**src/hw/rtl/bpc_pkg.sv**
```systemverilog
// bpc_pkg: shared types, constants and the polynomial op program for the
// barometric pressure compensation block. No dependencies.

package bpc_pkg;

	localparam int DEF_FRAC_BITS = 24;

	localparam int RAW_W       = 24;
	localparam int SCALED_W    = 32;
	localparam int TERM_W      = 64;
	localparam int COEF_WIDE_W = 20;
	localparam int COEF_W      = 16;
	localparam int SF_W        = 23;
	localparam int OUT_W       = 32;

	localparam int CFG_IDX_W  = 3;
	localparam int CFG_DATA_W = 23;

	localparam logic [SF_W-1:0]   SCALE_RESET = 23'd253952;
	localparam logic [TERM_W-1:0] TERM_LIM    = 64'h1FFF_FFFF_FFFF_FFFF;

	typedef enum logic [CFG_IDX_W-1:0] {
		REG_COEF_OFFSET,
		REG_COEF_LINEAR,
		REG_COEF_TEMP,
		REG_COEF_CROSS,
		REG_COEF_SQUARE,
		REG_COEF_CROSS_SQUARE,
		REG_COEF_CUBE,
		REG_SCALE_FACTOR
	} cfg_reg_t;

	typedef struct packed {
		logic                    temp_ready;
		logic signed [RAW_W-1:0] temp_raw;
		logic                    pres_ready;
		logic signed [RAW_W-1:0] pres_raw;
	} sample_t;

	typedef struct packed {
		logic signed [OUT_W-1:0] pressure;
		logic                    saturated;
	} result_t;

	// handshake-free status of a multi-cycle unit
	typedef struct packed {
		logic done;
		logic clipped;
	} unit_stat_t;

	// operands of one multiply-accumulate: addend + (a * b) / 2^frac, or addend + a when add_only
	typedef struct packed {
		logic signed [TERM_W-1:0]   a;
		logic signed [SCALED_W-1:0] b;
		logic signed [TERM_W-1:0]   addend;
		logic                       add_only;
	} mac_req_t;

	typedef enum logic [2:0] {
		OPA_C30,
		OPA_C21,
		OPA_C01,
		OPA_T0,
		OPA_T1,
		OPA_T2
	} opa_sel_t;

	typedef enum logic {
		OPB_PRES,
		OPB_TEMP
	} opb_sel_t;

	typedef enum logic [2:0] {
		ADD_ZERO,
		ADD_C20,
		ADD_C10,
		ADD_C00,
		ADD_C11,
		ADD_T0
	} add_sel_t;

	typedef enum logic [1:0] {
		DST_T0,
		DST_T1,
		DST_T2
	} dst_sel_t;

	typedef struct packed {
		opa_sel_t a_sel;
		opb_sel_t b_sel;
		add_sel_t add_sel;
		logic     add_only;
		dst_sel_t dst;
	} mac_op_t;

	localparam int OP_IDX_W = 4;
	localparam int NUM_OPS  = 9;
	localparam logic [OP_IDX_W-1:0] LAST_OP = OP_IDX_W'(NUM_OPS - 1);

	// horner form for the pressure part, then the temperature terms, then sums
	function automatic mac_op_t bpc_op(input logic [OP_IDX_W-1:0] idx);
		mac_op_t op;
		op = '{a_sel: OPA_T0, b_sel: OPB_PRES, add_sel: ADD_ZERO, add_only: 1'b0,
			dst: DST_T0};
		case (idx)
			4'd0: op = '{OPA_C30, OPB_PRES, ADD_C20, 1'b0, DST_T0};
			4'd1: op = '{OPA_T0,  OPB_PRES, ADD_C10, 1'b0, DST_T0};
			4'd2: op = '{OPA_T0,  OPB_PRES, ADD_C00, 1'b0, DST_T0};
			4'd3: op = '{OPA_C21, OPB_PRES, ADD_C11, 1'b0, DST_T1};
			4'd4: op = '{OPA_T1,  OPB_PRES, ADD_ZERO, 1'b0, DST_T1};
			4'd5: op = '{OPA_T1,  OPB_TEMP, ADD_ZERO, 1'b0, DST_T1};
			4'd6: op = '{OPA_C01, OPB_TEMP, ADD_ZERO, 1'b0, DST_T2};
			4'd7: op = '{OPA_T2,  OPB_PRES, ADD_T0,  1'b1, DST_T0};
			4'd8: op = '{OPA_T1,  OPB_PRES, ADD_T0,  1'b1, DST_T0};
			default: op = '{OPA_T0, OPB_PRES, ADD_ZERO, 1'b0, DST_T0};
		endcase
		return op;
	endfunction

endpackage

```
**src/hw/rtl/bpc_mulacc.sv**
```systemverilog
// bpc_mulacc: shared fixed-point multiply-accumulate unit; one 32x32
// multiplier used twice per product, then term clipping. Depends on bpc_pkg.

module bpc_mulacc import bpc_pkg::*; #(
	parameter int FRAC_BITS = DEF_FRAC_BITS
) (
	input  logic                     clk,
	input  logic                     arst_n,
	input  logic                     go,
	input  mac_req_t                 req,
	output unit_stat_t               stat,
	output logic signed [TERM_W-1:0] result
);

	localparam int SH = SCALED_W - FRAC_BITS;
	localparam logic [TERM_W-1:0] HI_LIM = TERM_LIM >> SH;

	typedef enum logic [2:0] {M_IDLE, M_HI, M_LO, M_COMB, M_ACC} mstate_t;

	mstate_t                  state_q;
	logic [TERM_W-1:0]        ua_q;
	logic [SCALED_W-1:0]      ub_q;
	logic signed [TERM_W-1:0] addend_q;
	logic [TERM_W-1:0]        hi_q;
	logic [TERM_W-1:0]        lo_q;
	logic [TERM_W-1:0]        rmag_q;
	logic                     rneg_q;
	logic                     mclip_q;
	logic signed [TERM_W-1:0] result_q;
	logic                     done_q;
	logic                     clip_q;

	logic [TERM_W-1:0]        a_mag;
	logic [SCALED_W-1:0]      b_mag;
	logic [SCALED_W-1:0]      mul_a;
	logic [TERM_W-1:0]        prod;
	logic [TERM_W-1:0]        comb_sum;
	logic signed [TERM_W-1:0] acc_sum;
	logic                     acc_hi;
	logic                     acc_lo;

	always_comb begin
		a_mag    = req.a[TERM_W-1] ? TERM_W'(-req.a) : TERM_W'(req.a);
		b_mag    = req.b[SCALED_W-1] ? SCALED_W'(-req.b) : SCALED_W'(req.b);
		mul_a    = (state_q == M_HI) ? ua_q[TERM_W-1:SCALED_W] : ua_q[SCALED_W-1:0];
		prod     = TERM_W'(mul_a) * TERM_W'(ub_q);
		comb_sum = (hi_q << SH) + (lo_q >> FRAC_BITS);
		acc_sum  = rneg_q ? (addend_q - signed'(rmag_q)) : (addend_q + signed'(rmag_q));
		acc_hi   = acc_sum > signed'(TERM_LIM);
		acc_lo   = acc_sum < -signed'(TERM_LIM);
	end

	always_ff @(posedge clk or negedge arst_n) begin
		if (!arst_n) begin
			state_q  <= M_IDLE;
			ua_q     <= '0;
			ub_q     <= '0;
			addend_q <= '0;
			hi_q     <= '0;
			lo_q     <= '0;
			rmag_q   <= '0;
			rneg_q   <= 1'b0;
			mclip_q  <= 1'b0;
			result_q <= '0;
			done_q   <= 1'b0;
			clip_q   <= 1'b0;
		end else begin
			done_q <= 1'b0;
			case (state_q)
				M_IDLE: begin
					if (go) begin
						addend_q <= req.addend;
						mclip_q  <= 1'b0;
						if (req.add_only) begin
							rmag_q  <= a_mag;
							rneg_q  <= req.a[TERM_W-1];
							state_q <= M_ACC;
						end else begin
							ua_q    <= a_mag;
							ub_q    <= b_mag;
							rneg_q  <= req.a[TERM_W-1] ^ req.b[SCALED_W-1];
							state_q <= M_HI;
						end
					end
				end
				M_HI: begin
					hi_q    <= prod;
					state_q <= M_LO;
				end
				M_LO: begin
					lo_q    <= prod;
					state_q <= M_COMB;
				end
				M_COMB: begin
					// product magnitude truncated toward zero, clipped
					if (hi_q > HI_LIM) begin
						rmag_q  <= TERM_LIM;
						mclip_q <= 1'b1;
					end else if (comb_sum > TERM_LIM) begin
						rmag_q  <= TERM_LIM;
						mclip_q <= 1'b1;
					end else begin
						rmag_q <= comb_sum;
					end
					state_q <= M_ACC;
				end
				M_ACC: begin
					if (acc_hi) begin
						result_q <= signed'(TERM_LIM);
					end else if (acc_lo) begin
						result_q <= -signed'(TERM_LIM);
					end else begin
						result_q <= acc_sum;
					end
					clip_q  <= mclip_q || acc_hi || acc_lo;
					done_q  <= 1'b1;
					state_q <= M_IDLE;
				end
				default: begin
					state_q <= M_IDLE;
				end
			endcase
		end
	end

	assign stat.done    = done_q;
	assign stat.clipped = clip_q;
	assign result       = result_q;

endmodule
```
**config.mk**
```make
export PLATFORM = sky130hd
export DESIGN_NAME = bpc_mulacc
export DESIGN_NICKNAME = d
export VERILOG_FILES = /design/src/hw/rtl/bpc_pkg.sv /design/src/hw/rtl/bpc_mulacc.sv
export SDC_FILE = /design/constraint.sdc
export NUM_CORES = 2
export LEC_CHECK = 0
export ABC_AREA = 1
export BUFFER_PORTS_ARGS = -buffer_cell sky130_fd_sc_hd__buf_4
export CAP_MARGIN = 20
export CORE_MARGIN = 10
export CORE_UTILIZATION = 40
export CTS_CLUSTER_DIAMETER = 150
export DETAILED_ROUTE_END_ITERATION = 10
export SYNTH_ARGS = -nofsm -noshare
export SYNTH_HDL_FRONTEND = slang
export SYNTH_SLANG_ARGS = --single-unit
```
**constraint.sdc**
```tcl
create_clock -name clk -period 9.66 [get_ports clk]
set_input_delay 0 -clock clk [delete_from_list [all_inputs] [get_ports clk]]
set_output_delay 0 -clock clk [all_outputs]
set_load 0.02 [all_outputs]
```
==> flow_summary.toml <==
[critical_path]
path_buf_inv = 8
cp-end-kind = "register"
timing.rr.start = "state_q[2]"
path_delay_family = "adder cells"
critPathCapture = "lo_q[59]"
crit_required_ns = 10.22
cpPeakStageDelay_ns = 0.57
slowest_stage = "fa_1"
cp.depth = 30
timing.critical_path.mode_cell = "fa_1"
cp-start-kind = "register"
cp-startpoint = "state_q[2]"
crit_arrival_ns = 9.81
worst_r2r_path_depth = 30
reg2reg_to = "lo_q[59]"
reg2reg_slack_ns = 0.41
worstPathMaxFanout = 41
crit_type = "register to register"

[global_routing]
antenna_found_initial = 12
grt_max_degree = 161
grt_usage_pct = 29.1
grt_pass1_vias = 59300
grt_overflow = 0
grt_pass1_wl_um = 382000

[logic_synthesis]
ys_seq_area_share_pct = 16.0
synthDistinctLibCells = 64
netlist_instances = 8607
synth_async_sr_flop_share_pct = 100
yosys_warnings = 0
synth-edff-count = 0
avgSynthCellArea_um2 = 7.24
synth_common_cells = "nand2_1 (2200), inv_1 (1693), nor2_1 (1146)"
yosysMostFrequentCell = "nand2_1"
syn_nets = 10000
synth-main-ff-cell = "dfrtp_1"
synth_area_um2 = 62300
synth_seq_cells = 399
netlist.area_leader.share_pct = 28.8
yosysTopAreaCell = "fa_1"
ys_top_cells_by_area = "fa_1 (29%), dfrtp_1 (16%), nand2_1 (13%)"

[sta]
rsz0062_at_grt = "no"
hold_violations = 0
finalSetupViolCount = 0
slew_headroom_pct = 24.4
tightest_slew_ns = 1.13
fin_crit_ns = 9.25
slew_violations = 0
fmax_ghz = 0.108
finalSetupTns_ns = 0
hold_ws_ns = 0.0202
worst_clock_skew_ns = 0.0507
period_share_pct = 95.8

[die]
die_h_um = 415
die_area_um2 = 172000
initial_core_util_pct = 40.4
die_w_um = 415
rows = 144
ioPinCount = 230
core_um2 = 154000

[final_layout]
stdcell_area_um2 = 70600
seqCellArea_um2 = 9980
n_fill_cell = 15600
fin_nets = 10400
multi_input_area_um2 = 44800
area_growth_pct = 13.3
layout.cells.non_filler = 11100
drive_gt1_share_pct = 6.83

[placed_design]
place_area_um2 = 66800
dp_hpwl_um = 213000
place_inst = 10800
io_buffers = 229
place.gp.congestion = 1.04

[clocking]
clock-sinks = 399
post_cts_buffers = 0
root_buffer = "clkbuf_16"
clkSlewWorstSetupHoldPaths_ns = 0.06
cts_buffers = 47
h-tree-depth = 2
cts_tree = "done"
cts_buffer_depth = 3
insertion_delay_ns = 0.66

[detailed_routing]
antenna_left = 0
drtPass1Iterations = 6
via_per_inst = 5.28
wl_per_cell_um = 22.8
drcViolationCount = 0
via_count = 58400
drt_wl_total_um = 253000
drtIter0Drc = 5998

[run_status]
status = "completed"

[hold_path]
hp-class = "input pin to register"

[flow_run]
maxCapViolations = 0
-- sequential cells by signal, indices dropped and copies added (netlist names) --
signal    cells
addend_q     64
rneg_q        1
hi_q         64
mclip_q       1
state_q       3
lo_q         40
ub_q         32
ua_q         64
rmag_q       64
result       64
clip_q        1
done_q        1
-- per-layer routing --
| metal | GRT usage, % | vias up | wire [um] | part of all wire (%) |
|---|---|---|---|---|
| met5 | 0 | - | 22 | 0.0087 |
| li1 | - | 26600 | - | - |
| met3 | 6.96 | 458 | 25100 | 9.9 |
| met2 | 43.5 | 2740 | 107000 | 42 |
| met1 | 40.2 | 28600 | 108000 | 43 |
| met4 | 12.4 | 4 | 13000 | 5.2 |
-- what timing repair did --
item | in CTS | in global routing
endpoints found under the hold margin | 286 | 0
hold buffers | 208 | 0
endpoints found under the setup margin | 0 | 14
gates resized for setup | 0 | 8
-- how the worst min path moves through the flow --
stage             start  depth (start not counted)  slack [ns]     endpoint
4_1_cts        req[144]                          4       0.003     ua_q[47]
3_3_place_gp     arst_n                          1        0.04     ub_q[21]
3_5_place_dp     arst_n                          1        0.05     ub_q[21]
2_1_floorplan    arst_n                          0       -0.30  addend_q[0]
6_report       req[144]                          4        0.02     ua_q[47]
5_1_grt        req[144]                          4        0.04     ua_q[47]
-- kinds of logic (layout without fill, tap and decap cells) --
group / Yosys count / after routing / synth area share, %
and+or+nand+nor: 3935 / 3935 / 25.5
other: 0 / 8 / 0
buffers and inverters: 2031 / 2427 / 12.3
muxes: 1 / 1 / 0.0161
adders and majority gates: 1260 / 1260 / 36.1
DFF: 399 / 399 / 16.0
xor gates and xnor gates: 255 / 255 / 3.60
AOI/OAI and AO/OA: 726 / 726 / 6.40
-- cell type report --
type	instances	share of cell area [%]
flip-flops and latches	399	14.1
diodes	8	0.0283
clock inverters	20	0.379
inverters	1734	9.22
well taps	2044	3.62
multi-input cells	6177	63.5
clock buffers	65	1.86
repair buffers	608	7.29
-- per-stage QoR --
stage	utilization, %	worst slack, ns
floorplan	-	1.89
global placement	43.3	0.317
detailed placement	43.3	0.352
CTS	45.7	0.235
global route	45.7	0.0308
finish	45.7	0.407
-- worst min-delay path, stage by stage --
cell and delay, ns:
buf_4 0.09, inv_1 0.07, xor2_1 0.29, o21ai_0 0.19
-- cells in the final DEF, fill, tap and decap left out, types with 163 or more instances in the layout --
cell / count
dlygate4sd3_1: 207
nor2_1: 1144
xor2_1: 163
fa_1: 898
ha_1: 362
nand3_1: 295
inv_1: 1692
a21oi_1: 238
nand2_1: 2199
o21ai_0: 275
buf_4: 396
dfrtp_1: 399
Power is left out: the tool's default activity adds up to more than one toggle a clock period on the data nets, which glitch-free logic cannot reach.
