[config.mk]
export PLATFORM = sky130hd
export DESIGN_NAME = bpc_scale_div
export DESIGN_NICKNAME = d
export VERILOG_FILES = /design/src/hw/rtl/bpc_pkg.sv /design/src/hw/rtl/bpc_scale_div.sv
export SDC_FILE = /design/constraint.sdc
export NUM_CORES = 1
export LEC_CHECK = 0
export BUFFER_PORTS_ARGS = -buffer_cell sky130_fd_sc_hd__buf_2
export CAP_MARGIN = 20
export CORE_MARGIN = 4
export CORE_UTILIZATION = 55
export DETAILED_ROUTE_END_ITERATION = 8
export PLACE_DENSITY = 0.78
export SETUP_SLACK_MARGIN = 0.2
export SYNTH_ARGS = -nofsm -noshare
export SYNTH_HDL_FRONTEND = slang
export SYNTH_SLANG_ARGS = --single-unit
[constraint.sdc]
create_clock -name clk -period 3.4 [get_ports clk]
set_input_delay 0.17 -clock clk [delete_from_list [all_inputs] [get_ports clk]]
set_output_delay 0.17 -clock clk [all_outputs]
set_load 0.1 [all_outputs]
[src/hw/rtl/bpc_pkg.sv]
// bpc_pkg: shared types, constants and the polynomial op program for the
// barometric pressure compensation block. No dependencies.

package bpc_pkg;

	localparam int DEF_FRAC_BITS = 24;

	localparam int RAW_W       = 24;
	localparam int SCALED_W    = 32;
	localparam int TERM_W      = 64;
	localparam int COEF_WIDE_W = 20;
	localparam int COEF_W      = 16;
	localparam int SF_W        = 23;
	localparam int OUT_W       = 32;

	localparam int CFG_IDX_W  = 3;
	localparam int CFG_DATA_W = 23;

	localparam logic [SF_W-1:0]   SCALE_RESET = 23'd253952;
	localparam logic [TERM_W-1:0] TERM_LIM    = 64'h1FFF_FFFF_FFFF_FFFF;

	typedef enum logic [CFG_IDX_W-1:0] {
		REG_COEF_OFFSET,
		REG_COEF_LINEAR,
		REG_COEF_TEMP,
		REG_COEF_CROSS,
		REG_COEF_SQUARE,
		REG_COEF_CROSS_SQUARE,
		REG_COEF_CUBE,
		REG_SCALE_FACTOR
	} cfg_reg_t;

	typedef struct packed {
		logic                    temp_ready;
		logic signed [RAW_W-1:0] temp_raw;
		logic                    pres_ready;
		logic signed [RAW_W-1:0] pres_raw;
	} sample_t;

	typedef struct packed {
		logic signed [OUT_W-1:0] pressure;
		logic                    saturated;
	} result_t;

	// handshake-free status of a multi-cycle unit
	typedef struct packed {
		logic done;
		logic clipped;
	} unit_stat_t;

	// operands of one multiply-accumulate: addend + (a * b) / 2^frac, or addend + a when add_only
	typedef struct packed {
		logic signed [TERM_W-1:0]   a;
		logic signed [SCALED_W-1:0] b;
		logic signed [TERM_W-1:0]   addend;
		logic                       add_only;
	} mac_req_t;

	typedef enum logic [2:0] {
		OPA_C30,
		OPA_C21,
		OPA_C01,
		OPA_T0,
		OPA_T1,
		OPA_T2
	} opa_sel_t;

	typedef enum logic {
		OPB_PRES,
		OPB_TEMP
	} opb_sel_t;

	typedef enum logic [2:0] {
		ADD_ZERO,
		ADD_C20,
		ADD_C10,
		ADD_C00,
		ADD_C11,
		ADD_T0
	} add_sel_t;

	typedef enum logic [1:0] {
		DST_T0,
		DST_T1,
		DST_T2
	} dst_sel_t;

	typedef struct packed {
		opa_sel_t a_sel;
		opb_sel_t b_sel;
		add_sel_t add_sel;
		logic     add_only;
		dst_sel_t dst;
	} mac_op_t;

	localparam int OP_IDX_W = 4;
	localparam int NUM_OPS  = 9;
	localparam logic [OP_IDX_W-1:0] LAST_OP = OP_IDX_W'(NUM_OPS - 1);

	// horner form for the pressure part, then the temperature terms, then sums
	function automatic mac_op_t bpc_op(input logic [OP_IDX_W-1:0] idx);
		mac_op_t op;
		op = '{a_sel: OPA_T0, b_sel: OPB_PRES, add_sel: ADD_ZERO, add_only: 1'b0,
			dst: DST_T0};
		case (idx)
			4'd0: op = '{OPA_C30, OPB_PRES, ADD_C20, 1'b0, DST_T0};
			4'd1: op = '{OPA_T0,  OPB_PRES, ADD_C10, 1'b0, DST_T0};
			4'd2: op = '{OPA_T0,  OPB_PRES, ADD_C00, 1'b0, DST_T0};
			4'd3: op = '{OPA_C21, OPB_PRES, ADD_C11, 1'b0, DST_T1};
			4'd4: op = '{OPA_T1,  OPB_PRES, ADD_ZERO, 1'b0, DST_T1};
			4'd5: op = '{OPA_T1,  OPB_TEMP, ADD_ZERO, 1'b0, DST_T1};
			4'd6: op = '{OPA_C01, OPB_TEMP, ADD_ZERO, 1'b0, DST_T2};
			4'd7: op = '{OPA_T2,  OPB_PRES, ADD_T0,  1'b1, DST_T0};
			4'd8: op = '{OPA_T1,  OPB_PRES, ADD_T0,  1'b1, DST_T0};
			default: op = '{OPA_T0, OPB_PRES, ADD_ZERO, 1'b0, DST_T0};
		endcase
		return op;
	endfunction

endpackage

[src/hw/rtl/bpc_scale_div.sv]
// bpc_scale_div: bit-serial restoring divider that scales a raw reading
// into signed fixed point with rounding and clipping. Depends on bpc_pkg.

module bpc_scale_div import bpc_pkg::*; #(
	parameter int FRAC_BITS = DEF_FRAC_BITS
) (
	input  logic                       clk,
	input  logic                       arst_n,
	input  logic                       go,
	input  logic signed [RAW_W-1:0]    raw,
	input  logic [SF_W-1:0]            divisor,
	output unit_stat_t                 stat,
	output logic signed [SCALED_W-1:0] value
);

	localparam int DW    = RAW_W + FRAC_BITS;
	localparam int QW    = SCALED_W + 1;
	localparam int HW    = DW - QW;
	localparam int CNT_W = $clog2(QW);

	localparam logic [QW-1:0] POS_MAX = (QW'(1) << (SCALED_W - 1)) - QW'(1);
	localparam logic [QW-1:0] NEG_MAX = QW'(1) << (SCALED_W - 1);

	typedef enum logic [1:0] {D_IDLE, D_RUN, D_FIN} dstate_t;

	dstate_t                    state_q;
	logic [SF_W-1:0]            sf_q;
	logic                       neg_q;
	logic [SF_W-1:0]            rem_q;
	logic [QW-1:0]              dvd_q;
	logic [CNT_W-1:0]           cnt_q;
	logic signed [SCALED_W-1:0] value_q;
	logic                       done_q;
	logic                       clip_q;

	logic [SF_W-1:0]  sf_eff;
	logic [RAW_W-1:0] mag;
	logic [DW-1:0]    dvd_full;
	logic [HW-1:0]    dvd_hi;
	logic             ovf;
	logic [SF_W:0]    r2;
	logic [SF_W:0]    r2_sub;
	logic             ge;
	logic             pos_ovf;
	logic             neg_ovf;
	logic [SCALED_W-1:0] q_lim;

	always_comb begin
		sf_eff   = (divisor == '0) ? SF_W'(1) : divisor;
		mag      = raw[RAW_W-1] ? RAW_W'(-raw) : RAW_W'(raw);
		dvd_full = {mag, {FRAC_BITS{1'b0}}} + DW'(sf_eff >> 1);
		dvd_hi   = dvd_full[DW-1:QW];
		// quotient of 2^33 or more: clip without iterating
		ovf      = SF_W'(dvd_hi) >= sf_eff;
		r2       = {rem_q, dvd_q[QW-1]};
		r2_sub   = r2 - {1'b0, sf_q};
		ge       = r2 >= {1'b0, sf_q};
		pos_ovf  = !neg_q && (dvd_q > POS_MAX);
		neg_ovf  = neg_q && (dvd_q > NEG_MAX);
		q_lim    = pos_ovf ? POS_MAX[SCALED_W-1:0] :
			neg_ovf ? NEG_MAX[SCALED_W-1:0] : dvd_q[SCALED_W-1:0];
	end

	always_ff @(posedge clk or negedge arst_n) begin
		if (!arst_n) begin
			state_q <= D_IDLE;
			sf_q    <= '0;
			neg_q   <= 1'b0;
			rem_q   <= '0;
			dvd_q   <= '0;
			cnt_q   <= '0;
			value_q <= '0;
			done_q  <= 1'b0;
			clip_q  <= 1'b0;
		end else begin
			done_q <= 1'b0;
			case (state_q)
				D_IDLE: begin
					if (go) begin
						sf_q  <= sf_eff;
						neg_q <= raw[RAW_W-1];
						cnt_q <= CNT_W'(QW - 1);
						if (ovf) begin
							dvd_q   <= '1;
							state_q <= D_FIN;
						end else begin
							rem_q   <= SF_W'(dvd_hi);
							dvd_q   <= dvd_full[QW-1:0];
							state_q <= D_RUN;
						end
					end
				end
				D_RUN: begin
					rem_q <= ge ? r2_sub[SF_W-1:0] : r2[SF_W-1:0];
					dvd_q <= {dvd_q[QW-2:0], ge};
					cnt_q <= cnt_q - 1'b1;
					if (cnt_q == '0) begin
						state_q <= D_FIN;
					end
				end
				D_FIN: begin
					value_q <= neg_q ? signed'(SCALED_W'(0) - q_lim) : signed'(q_lim);
					clip_q  <= pos_ovf || neg_ovf;
					done_q  <= 1'b1;
					state_q <= D_IDLE;
				end
				default: begin
					state_q <= D_IDLE;
				end
			endcase
		end
	end

	assign stat.done    = done_q;
	assign stat.clipped = clip_q;
	assign value        = value_q;

endmodule

==> results.sh, run 1 <==
export IMPL_run_status="finished, final reports clean"
export IMPL_per_instance_average_area_after_synthesis_um2=8.32
export IMPL_arrival_ns=3.62
export IMPL_fmax_mhz=302
export IMPL_synth_top_area_frac=0.364
export IMPL_grt_pass1_wl_mm=41.7
export IMPL_period_share=0.973
export IMPL_post_synth_most_frequent_cells="sky130_fd_sc_hd__nand2_1 (125), sky130_fd_sc_hd__dfrtp_1 (122), sky130_fd_sc_hd__nor2_1 (89), sky130_fd_sc_hd__o21ai_0 (89), sky130_fd_sc_hd__inv_1 (56)"
export IMPL_seq_area_frac_synth=0.364
export IMPL_worstSetupStartpointType="register"
export IMPL_slew_violations=0
export IMPL_rows=44
export IMPL_flow_area_growth_from_synthesis_pct=23.6
export IMPL_timing_critical_path_to_type="register"
export IMPL_grt_usage=0.296
export IMPL_yosys_most_used_dff="sky130_fd_sc_hd__dfrtp_1"
export IMPL_largest_net_degree_at_the_start_of_global_routing=65
export IMPL_syn_cell_area_um2=8390
export IMPL_first_pass_drt_iterations=6
export IMPL_post_synth_top_count_cell="sky130_fd_sc_hd__nand2_1"
export IMPL_finalHoldViolations=0
export IMPL_via_per_inst=6.31
export IMPL_dr_first_iter_drc_count=924
export IMPL_totalNegativeSetupSlack_ns=0
export IMPL_yosys_warnings=0
export IMPL_num_vias=8526
export IMPL_die_h_um=131
export IMPL_num_io_pins=84
export IMPL_numClockSinks=122
export IMPL_synth_fp_nets=1101
export IMPL_layout_drive_gt1_share=0.231
export IMPL_synth_distinct_cells=81
export IMPL_synth_cells=1008
export IMPL_floorplan_core_area_um2=14800
export IMPL_grt_antenna_before_repair=0
export IMPL_wl_per_cell_um=19.1
export IMPL_placement_io_buffers=83
export IMPL_post_route_min_period_ns=3.31
export IMPL_cap_violations=0
export IMPL_clock_tree_htree_level_count=4
export IMPL_timing_hold_worst_class="in -> reg"
export IMPL_drt_antenna_violating_nets=0
export IMPL_worst_pin_slew_ns=0.839
export IMPL_antenna_diode_count=0
export IMPL_route_final_wire_length_mm=25.9
export IMPL_worstPathRequired_ns=3.71
export IMPL_timing_slew_headroom=0.441
export IMPL_synthesized_flop_and_latch_total=122
export IMPL_setup_viol_count_final=0
export IMPL_timing_setup_critical_path_class="reg -> reg"
export IMPL_nets=1247
export IMPL_synthDominantAreaCellType="sky130_fd_sc_hd__dfrtp_1"
export IMPL_rsz0062_at_grt="yes"
export IMPL_cts_reportedPaths_clkPinSlew_ns=0.06
export IMPL_dieArea_um2=17300
export IMPL_routability_driven_placement_congestion_ratio=0.977
export IMPL_hpwl_mm=18.8
export IMPL_multi_input_comb_area_um2=5000
export IMPL_synth_top_cells_by_area="sky130_fd_sc_hd__dfrtp_1 (36%), sky130_fd_sc_hd__ha_1 (6.3%), sky130_fd_sc_hd__nand2_1 (5.6%), sky130_fd_sc_hd__o21ai_0 (5.3%), sky130_fd_sc_hd__nor2_1 (4.0%)"
export IMPL_via_count_of_the_first_global_routing_pass=8272
export IMPL_fillers=1160
export IMPL_worstPathMaxFanout=8
export IMPL_share_of_the_core_filled_with_cells=0.703
export IMPL_floorplan_initialDensity=0.568
export IMPL_layout_area_seq_um2=3050
export IMPL_clock_tree_skew_after_final_layout_ns=0.00721
export IMPL_grt_overflow_total=0
export IMPL_synth_enable_flop_cells=0
export IMPL_cts_root_buffer="sky130_fd_sc_hd__clkbuf_16"
export IMPL_tritoncts="done"
export IMPL_postSynth_asyncResetShare=1.00
export IMPL_clockBufferDepth=2
export IMPL_clkLatencyLatePin_ns=0.42
export IMPL_dieWidth_um=131
export IMPL_cts_inserted_buffers=17
export IMPL_detail_route_drc_violations=0
## per-stage QoR
step | hold WS, ns | instance area [um^2] | setup WS [ns] | instances
6_report | 0.0105 | 10400 | 0.0934 | 1351
4_1_cts | 0.00451 | 10200 | 0.161 | 1343
2_1_floorplan | -0.126 | 8460 | 0.105 | 1008
5_1_grt | 0.00467 | 10400 | -0.0207 | 1351
3_3_place_gp | 0.301 | 9540 | -0.125 | 1309
3_5_place_dp | 0.314 | 9540 | -0.229 | 1309
## cell usage in the layout (no fill, tap or decap), types with 11 or more instances in the layout
cell type                   netlist  layout
sky130_fd_sc_hd__a21oi_1         49      45
sky130_fd_sc_hd__o22ai_1         29      29
sky130_fd_sc_hd__a32oi_1         15      15
sky130_fd_sc_hd__nor2_1          89      85
sky130_fd_sc_hd__dfrtp_1        122     121
sky130_fd_sc_hd__buf_4            4      97
sky130_fd_sc_hd__nand3_1         28      27
sky130_fd_sc_hd__nor4_1          17      14
sky130_fd_sc_hd__clkbuf_16        0      17
sky130_fd_sc_hd__nor3_1          37      37
sky130_fd_sc_hd__o221ai_1        11      11
sky130_fd_sc_hd__nand2_1        125     122
sky130_fd_sc_hd__xor2_1          22      22
sky130_fd_sc_hd__inv_1           56      56
sky130_fd_sc_hd__mux2i_1         12      12
sky130_fd_sc_hd__ha_1            42      41
sky130_fd_sc_hd__o31ai_1         14      14
sky130_fd_sc_hd__o21ai_1          8      11
sky130_fd_sc_hd__o21ai_0         89      86
sky130_fd_sc_hd__buf_2            4      82
sky130_fd_sc_hd__xnor2_1         22      21
## critical path: stages, from the launching register on
cell	delay [ns]
sky130_fd_sc_hd__dfrtp_1	0.37
sky130_fd_sc_hd__or4_4	0.58
sky130_fd_sc_hd__nor3_4	0.23
sky130_fd_sc_hd__nand3_2	0.13
sky130_fd_sc_hd__o21ai_4	0.28
sky130_fd_sc_hd__a21oi_2	0.10
sky130_fd_sc_hd__ha_2	0.24
sky130_fd_sc_hd__o211ai_1	0.16
sky130_fd_sc_hd__a21oi_2	0.08
sky130_fd_sc_hd__o32ai_2	0.25
sky130_fd_sc_hd__buf_4	0.20
sky130_fd_sc_hd__a21oi_4	0.07
sky130_fd_sc_hd__nor2_2	0.16
sky130_fd_sc_hd__xnor2_1	0.09
sky130_fd_sc_hd__mux2_4	0.26
## state kept, by name, indices dropped and copies added, names as in the netlist
| signal | cells |
|---|---|
| neg_q | 1 |
| state_q | 2 |
| dvd_q | 33 |
| rem_q | 23 |
| cnt_q | 6 |
| clip_q | 1 |
| done_q | 1 |
| sf_q | 23 |
| value | 32 |
## metal layers
metal,global-route usage,wire length [um],vias up
met4,0.154,1100,0
met2,0.487,12400,415
li1,-,-,3988
met3,0.0581,1840,82
met5,0,0,-
met1,0.373,10600,4041
## final timing paths
check	slack (ns)	endpoint	cells past startpoint	from
min reg2reg	0.46	value[21]	2	value[21]
max in group asynchronous	2.11	value[22]	3	arst_n
min	0.01	sf_q[21]	3	divisor[21]
max reg2reg	0.09	value[24]	14	dvd_q[0]
max	0.09	value[24]	14	dvd_q[0]
min in group asynchronous	0.37	dvd_q[4]	2	arst_n
## area by class of cell
type	count	area share
inverters	57	0.0206
multi-input cells	771	0.482
clock inverters	10	0.0159
clock buffers	22	0.0457
repair buffers	185	0.119
flip-flops and latches	122	0.295
well taps	184	0.0222
## logic make-up after synthesis
group	after synthesis	share of synthesized area
AND/OR/NAND/NOR	357	0.199
adder cells (fa/ha/maj)	43	0.0651
flip-flops	122	0.364
buffers and inverters	115	0.0583
AO/OA/AOI/OAI	310	0.247
multiplexers	17	0.0210
XOR/XNOR	44	0.0460
## timing repair
action | 4_1_cts | 5_1_grt
pin swaps | 1 | 26
hold buffers | 2 | 0
endpoints found under the hold margin | 63 | 0
resized for setup | 5 | 18
cloned | 0 | 0
setup endpoints to repair | 14 | 49
setup buffers | 0 | 8
Power of run 1 is left out: the tool's default activity adds up to more than one toggle a clock period on the data nets, which glitch-free logic cannot reach.
==> run 2, diff against run 1 <==
--- a/config.mk
+++ b/config.mk
@@ -9,8 +9,9 @@
 export CAP_MARGIN = 20
 export CORE_MARGIN = 4
 export CORE_UTILIZATION = 55
+export CTS_CLUSTER_DIAMETER = 30
 export DETAILED_ROUTE_END_ITERATION = 8
-export PLACE_DENSITY = 0.78
+export PLACE_DENSITY = 0.75
 export SETUP_SLACK_MARGIN = 0.2
 export SYNTH_ARGS = -nofsm -noshare
 export SYNTH_HDL_FRONTEND = slang
==> constraint.sdc (replaced) <==
create_clock -name clk -period 3.7 [get_ports clk]
set_input_delay 0.185 -clock clk [delete_from_list [all_inputs] [get_ports clk]]
set_output_delay 0.185 -clock clk [all_outputs]
set_load 0.05 [all_outputs]
==> results.sh, run 2 (synthesis gave the netlist of run 1 again) <==
export IMPL_run_status="finished, final reports clean"
export IMPL_holdPathStages=3
export IMPL_grt_pass1_wl_mm=40.4
export IMPL_tritoncts="done"
export IMPL_timing_reg2reg_worst_path_depth=13
export IMPL_final_common_cell="sky130_fd_sc_hd__nand2_1"
export IMPL_drt_antenna_violating_nets=0
export IMPL_setup_viol_count_final=0
export IMPL_largest_register_ffs=33
export IMPL_clockBufferDepth=2
export IMPL_grt_util_met2=0.451
export IMPL_fmax_mhz=297
export IMPL_cts_reportedPaths_clkPinSlew_ns=0.06
export IMPL_r2r_slack_ns=0.33
export IMPL_fillers=1243
export IMPL_numClockSinks=122
export IMPL_antenna_diode_count=0
export IMPL_clock_tree_skew_after_final_layout_ns=0.00770
export IMPL_cts_root_buffer="sky130_fd_sc_hd__clkbuf_16"
export IMPL_tightest_hold_margin_ns=0.0174
export IMPL_dieArea_um2=17300
export IMPL_grt_busiest_layer="met2"
export IMPL_timing_critical_path_slowest_cell_delay_ns=0.45
export IMPL_worstSetupStartpointType="register"
export IMPL_most_common_layout_cells="sky130_fd_sc_hd__nand2_1 (124), sky130_fd_sc_hd__dfrtp_1 (121), sky130_fd_sc_hd__o21ai_0 (89)"
export IMPL_clock_tree_htree_level_count=4
export IMPL_grt_antenna_before_repair=0
export IMPL_global_route_usage_met1=0.381
export IMPL_via_count_of_the_first_global_routing_pass=7712
export IMPL_worstPathMaxFanout=8
export IMPL_timing_slew_headroom=0.394
export IMPL_power_per_cell_area_nw_per_um2=1100
export IMPL_first_pass_drt_iterations=6
export IMPL_die_h_um=131
export IMPL_cts_inserted_buffers=17
export IMPL_num_io_pins=84
export IMPL_dpl_cell_area_um2=9210
export IMPL_placement_io_buffers=83
export IMPL_clkLatencyLatePin_ns=0.42
export IMPL_timing_critical_path_slowest_stage_cell="sky130_fd_sc_hd__dfrtp_1"
export IMPL_flow_area_growth_from_synthesis_pct=18.0
export IMPL_critPathMostFrequentCell="sky130_fd_sc_hd__a21oi_2"
export IMPL_timing_critical_path_to_type="register"
export IMPL_finalPower_mw=10.9
export IMPL_worstPathCellList="or3_4 -> nor3_4 -> nand3_2 -> o21ai_4 -> a21oi_2 -> ha_1 -> o211ai_1 -> a21oi_1 -> o32ai_4 -> a21oi_2 -> nor2_1 -> xnor2_1 -> mux2_2"
export IMPL_crit_buf_inv=0
export IMPL_fin_area_um2=9900
export IMPL_floorplan_initialDensity=0.568
export IMPL_via_per_inst=6.20
export IMPL_period_share=0.911
export IMPL_slew_violations=0
export IMPL_route_final_wire_length_mm=24.8
export IMPL_num_vias=8108
export IMPL_worst_pin_slew_ns=0.907
export IMPL_dr_first_iter_drc_count=768
export IMPL_grt_overflow_total=0
export IMPL_total_leakage_power_nw=4.43
export IMPL_groute_layer_met3_usage=0.0570
export IMPL_largest_net_degree_at_the_start_of_global_routing=67
export IMPL_dieWidth_um=131
export IMPL_timing_hold_worst_class="in -> reg"
export IMPL_hpwl_mm=18.2
export IMPL_detail_route_drc_violations=0
export IMPL_rsz0062_at_grt="yes"
export IMPL_grt_usage=0.286
export IMPL_cpLargestDelayFamily="compound AO/OA/AOI/OAI gates"
export IMPL_share_of_the_core_filled_with_cells=0.671
export IMPL_post_route_min_period_ns=3.37
export IMPL_floorplan_core_area_um2=14800
export IMPL_worstPathRequired_ns=4.01
export IMPL_wl_per_cell_um=19.0
export IMPL_layout_drive_gt1_share=0.191
export IMPL_worst_path_stages=13
export IMPL_finalHoldViolations=0
export IMPL_routability_driven_placement_congestion_ratio=0.986
export IMPL_rows=44
export IMPL_arrival_ns=3.68
export IMPL_timing_setup_critical_path_class="reg -> reg"
export IMPL_largest_register="dvd_q"
export IMPL_cap_violations=0
export IMPL_nets=1203
export IMPL_worst_ir_drop_vdd_mv=0.785
==> run 2: changes by cell type in the layout (fill, tap and decap cells not counted), sizes merged <==
cell and change:
clkinv +3, bufinv -3, inv +1, clkinvlp -1, buf -43, dlygate4sd3 -1
==> run 2: report_power, final <==
group | internal [mW] | switching (mW)
clock network | 0.992 | 0.609
logic | 2.47 | 4.32
registers | 2.01 | 0.481
total | 5.48 | 5.41
==> run 2: final timing paths <==
kind,end,from
hold reg to reg,value[14],value[14]
setup reg to reg,value[24],dvd_q[29]
max in group asynchronous,dvd_q[32],arst_n
hold / removal,sf_q[17],divisor[17]
min in group asynchronous,value[5],arst_n
setup / recovery,value[24],dvd_q[29]
==> run 2: what timing repair did <==
item,CTS,global route
pin swaps,1,3
hold buffers,1,0
endpoints found under the hold margin,65,0
resized for setup,0,15
setup endpoints to repair,2,25
buffers inserted,0,2
==> run 2: layer usage <==
layer | share of wire | vias to the layer above | wire length (um)
met5 | 0 | - | 0
met4 | 0.036 | 0 | 904
met3 | 0.071 | 67 | 1750
met2 | 0.47 | 344 | 11600
met1 | 0.43 | 3796 | 10600
li1 | - | 3901 | -
==> run 2: per-stage QoR <==
stage	instances	worst slack [ns]	setup TNS, ns
detailed placement	1272	-0.0230	-0.0230
global route	1307	0.139	0
finish	1307	0.328	0
CTS	1305	0.215	0
global placement	1272	0.0207	0
floorplan	1008	0.206	0
==> run 2: worst register-to-register path, cell delays in order (launching register included) <==
cell and delay (ns):
sky130_fd_sc_hd__dfrtp_1 0.45, sky130_fd_sc_hd__or3_4 0.45, sky130_fd_sc_hd__nor3_4 0.23, sky130_fd_sc_hd__nand3_2 0.14, sky130_fd_sc_hd__o21ai_4 0.28, sky130_fd_sc_hd__a21oi_2 0.11, sky130_fd_sc_hd__ha_1 0.24, sky130_fd_sc_hd__o211ai_1 0.15
sky130_fd_sc_hd__a21oi_1 0.16, sky130_fd_sc_hd__o32ai_4 0.40, sky130_fd_sc_hd__a21oi_2 0.15, sky130_fd_sc_hd__nor2_1 0.16, sky130_fd_sc_hd__xnor2_1 0.08, sky130_fd_sc_hd__mux2_2 0.27
==> run 2: cell type report <==
cell class / instances / area, um^2 / area share
well taps: 184 / 230 / 0.0233
clock buffers: 22 / 484 / 0.0489
flip-flops and latches: 122 / 3050 / 0.309
clock inverters: 10 / 91.3 / 0.00923
multi-input cells: 771 / 4940 / 0.499
repair buffers: 141 / 885 / 0.0894
inverters: 57 / 214 / 0.0216
Power figures use the tool's default switching activity.
==> run 3, diff against run 2 <==
--- a/config.mk
+++ b/config.mk
@@ -11,8 +11,9 @@
 export CORE_UTILIZATION = 55
 export CTS_CLUSTER_DIAMETER = 30
 export DETAILED_ROUTE_END_ITERATION = 8
-export PLACE_DENSITY = 0.75
+export PLACE_DENSITY_LB_ADDON = 0.3
 export SETUP_SLACK_MARGIN = 0.2
+export SLEW_MARGIN = 10
 export SYNTH_ARGS = -nofsm -noshare
 export SYNTH_HDL_FRONTEND = slang
 export SYNTH_SLANG_ARGS = --single-unit
==> results.sh, run 3 (synthesis gave the netlist of run 1 again) <==
export IMPL_run_status="finished, final reports clean"
export IMPL_timing_slew_headroom=0.421
export IMPL_nets=1200
export IMPL_period_share=0.903
export IMPL_reg_to_reg_critical_path_endpoint="dvd_q[0]"
export IMPL_largest_register_ffs=33
export IMPL_layout_area_seq_um2=3050
export IMPL_grt_overflow_total=0
export IMPL_floorplan_initialDensity=0.568
export IMPL_tritoncts="done"
export IMPL_worst_ir_drop_vdd_mv=0.807
export IMPL_wl_per_cell_um=19.4
export IMPL_via_per_inst=6.34
export IMPL_totalNegativeSetupSlack_ns=0
export IMPL_worstPathRequired_ns=3.98
export IMPL_fmax_mhz=299
export IMPL_hold_start="divisor[8]"
export IMPL_finalHoldViolations=0
export IMPL_multi_input_comb_area_um2=4890
export IMPL_via_count_of_the_first_global_routing_pass=7821
export IMPL_setup_viol_count_final=0
export IMPL_clkLatencyLatePin_ns=0.42
export IMPL_power_switching_mw=5.42
export IMPL_timing_critical_path_to_type="register"
export IMPL_cap_violations=0
export IMPL_rsz0062_at_grt="no"
export IMPL_timing_hold_worst_class="in -> reg"
export IMPL_worst_pin_slew_ns=0.867
export IMPL_whs_endpoint="sf_q[8]"
export IMPL_rows=44
export IMPL_timing_reg2reg_worst_path_depth=12
export IMPL_arrival_ns=3.62
export IMPL_final_common_cell="sky130_fd_sc_hd__nand2_1"
export IMPL_most_common_layout_cells="sky130_fd_sc_hd__nand2_1 (124), sky130_fd_sc_hd__dfrtp_1 (122), sky130_fd_sc_hd__o21ai_0 (89)"
export IMPL_worstPathMaxFanout=5
export IMPL_num_vias=8266
export IMPL_cts_root_buffer="sky130_fd_sc_hd__clkbuf_16"
export IMPL_power_per_cell_area_nw_per_um2=1120
export IMPL_dieWidth_um=131
export IMPL_cts_inserted_buffers=17
export IMPL_floorplan_core_area_um2=14800
export IMPL_post_route_min_period_ns=3.34
export IMPL_drt_antenna_violating_nets=0
export IMPL_dr_first_iter_drc_count=815
export IMPL_detail_route_drc_violations=0
export IMPL_power_share_switching=0.494
export IMPL_dieArea_um2=17300
export IMPL_clockBufferDepth=2
export IMPL_first_pass_drt_iterations=5
export IMPL_combinational_fraction_of_design_power=0.615
export IMPL_r2r_slack_ns=0.36
export IMPL_placement_io_buffers=83
export IMPL_clock_tree_skew_after_final_layout_ns=0.00690
export IMPL_cts_reportedPaths_clkPinSlew_ns=0.06
export IMPL_grt_pass1_wl_mm=40.8
export IMPL_route_final_wire_length_mm=25.3
export IMPL_routability_driven_placement_congestion_ratio=0.953
export IMPL_antenna_diode_count=0
export IMPL_worstSetupStartpointType="register"
export IMPL_holdPathStages=3
export IMPL_timing_setup_critical_path_class="reg -> reg"
export IMPL_flow_area_growth_from_synthesis_pct=17.2
export IMPL_dpl_cell_area_um2=9160
export IMPL_hpwl_mm=18.7
export IMPL_die_h_um=131
export IMPL_largest_net_degree_at_the_start_of_global_routing=67
export IMPL_largest_register="dvd_q"
export IMPL_layout_drive_gt1_share=0.186
export IMPL_power_share_clock=0.156
export IMPL_grt_antenna_before_repair=0
export IMPL_numClockSinks=122
export IMPL_fin_area_um2=9830
export IMPL_clock_tree_htree_level_count=4
export IMPL_total_leakage_power_nw=4.40
export IMPL_rr_startpoint="dvd_q[32]"
export IMPL_grt_usage=0.290
export IMPL_pwr_share_seq=0.229
export IMPL_power_internal_mw=5.55
export IMPL_fillers=1271
export IMPL_slew_violations=0
export IMPL_num_io_pins=84
## run 3: cell type report
class                      count  share of cell area
sequential                   122               0.311
timing repair buffer         138              0.0848
multi-input combinational    771               0.497
clock buffer                  22              0.0482
clock inverter                10              0.0141
tap                          184              0.0234
inverter                      57              0.0218
## run 3: critical path, stage by stage (launching register included)
cell	delay, ns
sky130_fd_sc_hd__dfrtp_1	0.49
sky130_fd_sc_hd__inv_1	0.12
sky130_fd_sc_hd__ha_1	0.23
sky130_fd_sc_hd__fa_1	0.43
sky130_fd_sc_hd__nor2b_1	0.18
sky130_fd_sc_hd__o31a_1	0.27
sky130_fd_sc_hd__o31ai_4	0.14
sky130_fd_sc_hd__o21ai_2	0.22
sky130_fd_sc_hd__o21ai_2	0.11
sky130_fd_sc_hd__a41oi_2	0.27
sky130_fd_sc_hd__buf_4	0.22
sky130_fd_sc_hd__nor2_1	0.12
sky130_fd_sc_hd__a311oi_1	0.39
## run 3: worst max-delay path by stage
stage | start | end | depth (start not counted)
finish | dvd_q[32] | dvd_q[0] | 12
global route | dvd_q[15] | value[16] | 14
CTS | dvd_q[29] | value[12] | 14
detailed placement | raw[10] | rem_q[4] | 14
global placement | raw[6] | rem_q[4] | 15
floorplan | raw[10] | dvd_q[10] | 14
## run 3: what timing repair did
| action | 4_1_cts | 5_1_grt |
|---|---|---|
| buffers inserted | 0 | 2 |
| setup endpoints to repair | 0 | 19 |
| hold buffers | 1 | 0 |
| gates resized for setup | 0 | 6 |
| hold endpoints to repair | 64 | 0 |
## run 3: power by group through the flow
stage / clock [mW] / sequential, mW / combinational (mW)
2_1_floorplan: 0 / 3.00 / 4.37
3_3_place_gp: 0 / 2.48 / 6.44
3_5_place_dp: 0 / 2.51 / 6.56
4_1_cts: 1.72 / 2.50 / 6.64
5_1_grt: 1.79 / 2.59 / 7.39
6_report: 1.71 / 2.51 / 6.75
## run 3: through the flow
step	worst slack [ns]	cells	hold slack, ns	power, mW	util
6_report	0.357	1304	0.0227	11.0	0.666
5_1_grt	0.213	1304	0.0213	11.8	0.666
4_1_cts	0.243	1302	0.0285	10.9	0.663
3_5_place_dp	0.0373	1269	0.327	9.06	0.621
3_3_place_gp	0.121	1269	0.329	8.93	0.621
2_1_floorplan	0.206	1008	-0.111	7.38	-
## run 3: layer usage
layer / vias up / routed length (um) / global-route usage
met1: 3960 / 10500 / 0.369
met5: - / 0 / 0
met2: 328 / 12400 / 0.495
li1: 3898 / - / -
met4: 0 / 878 / 0.105
met3: 80 / 1490 / 0.0573
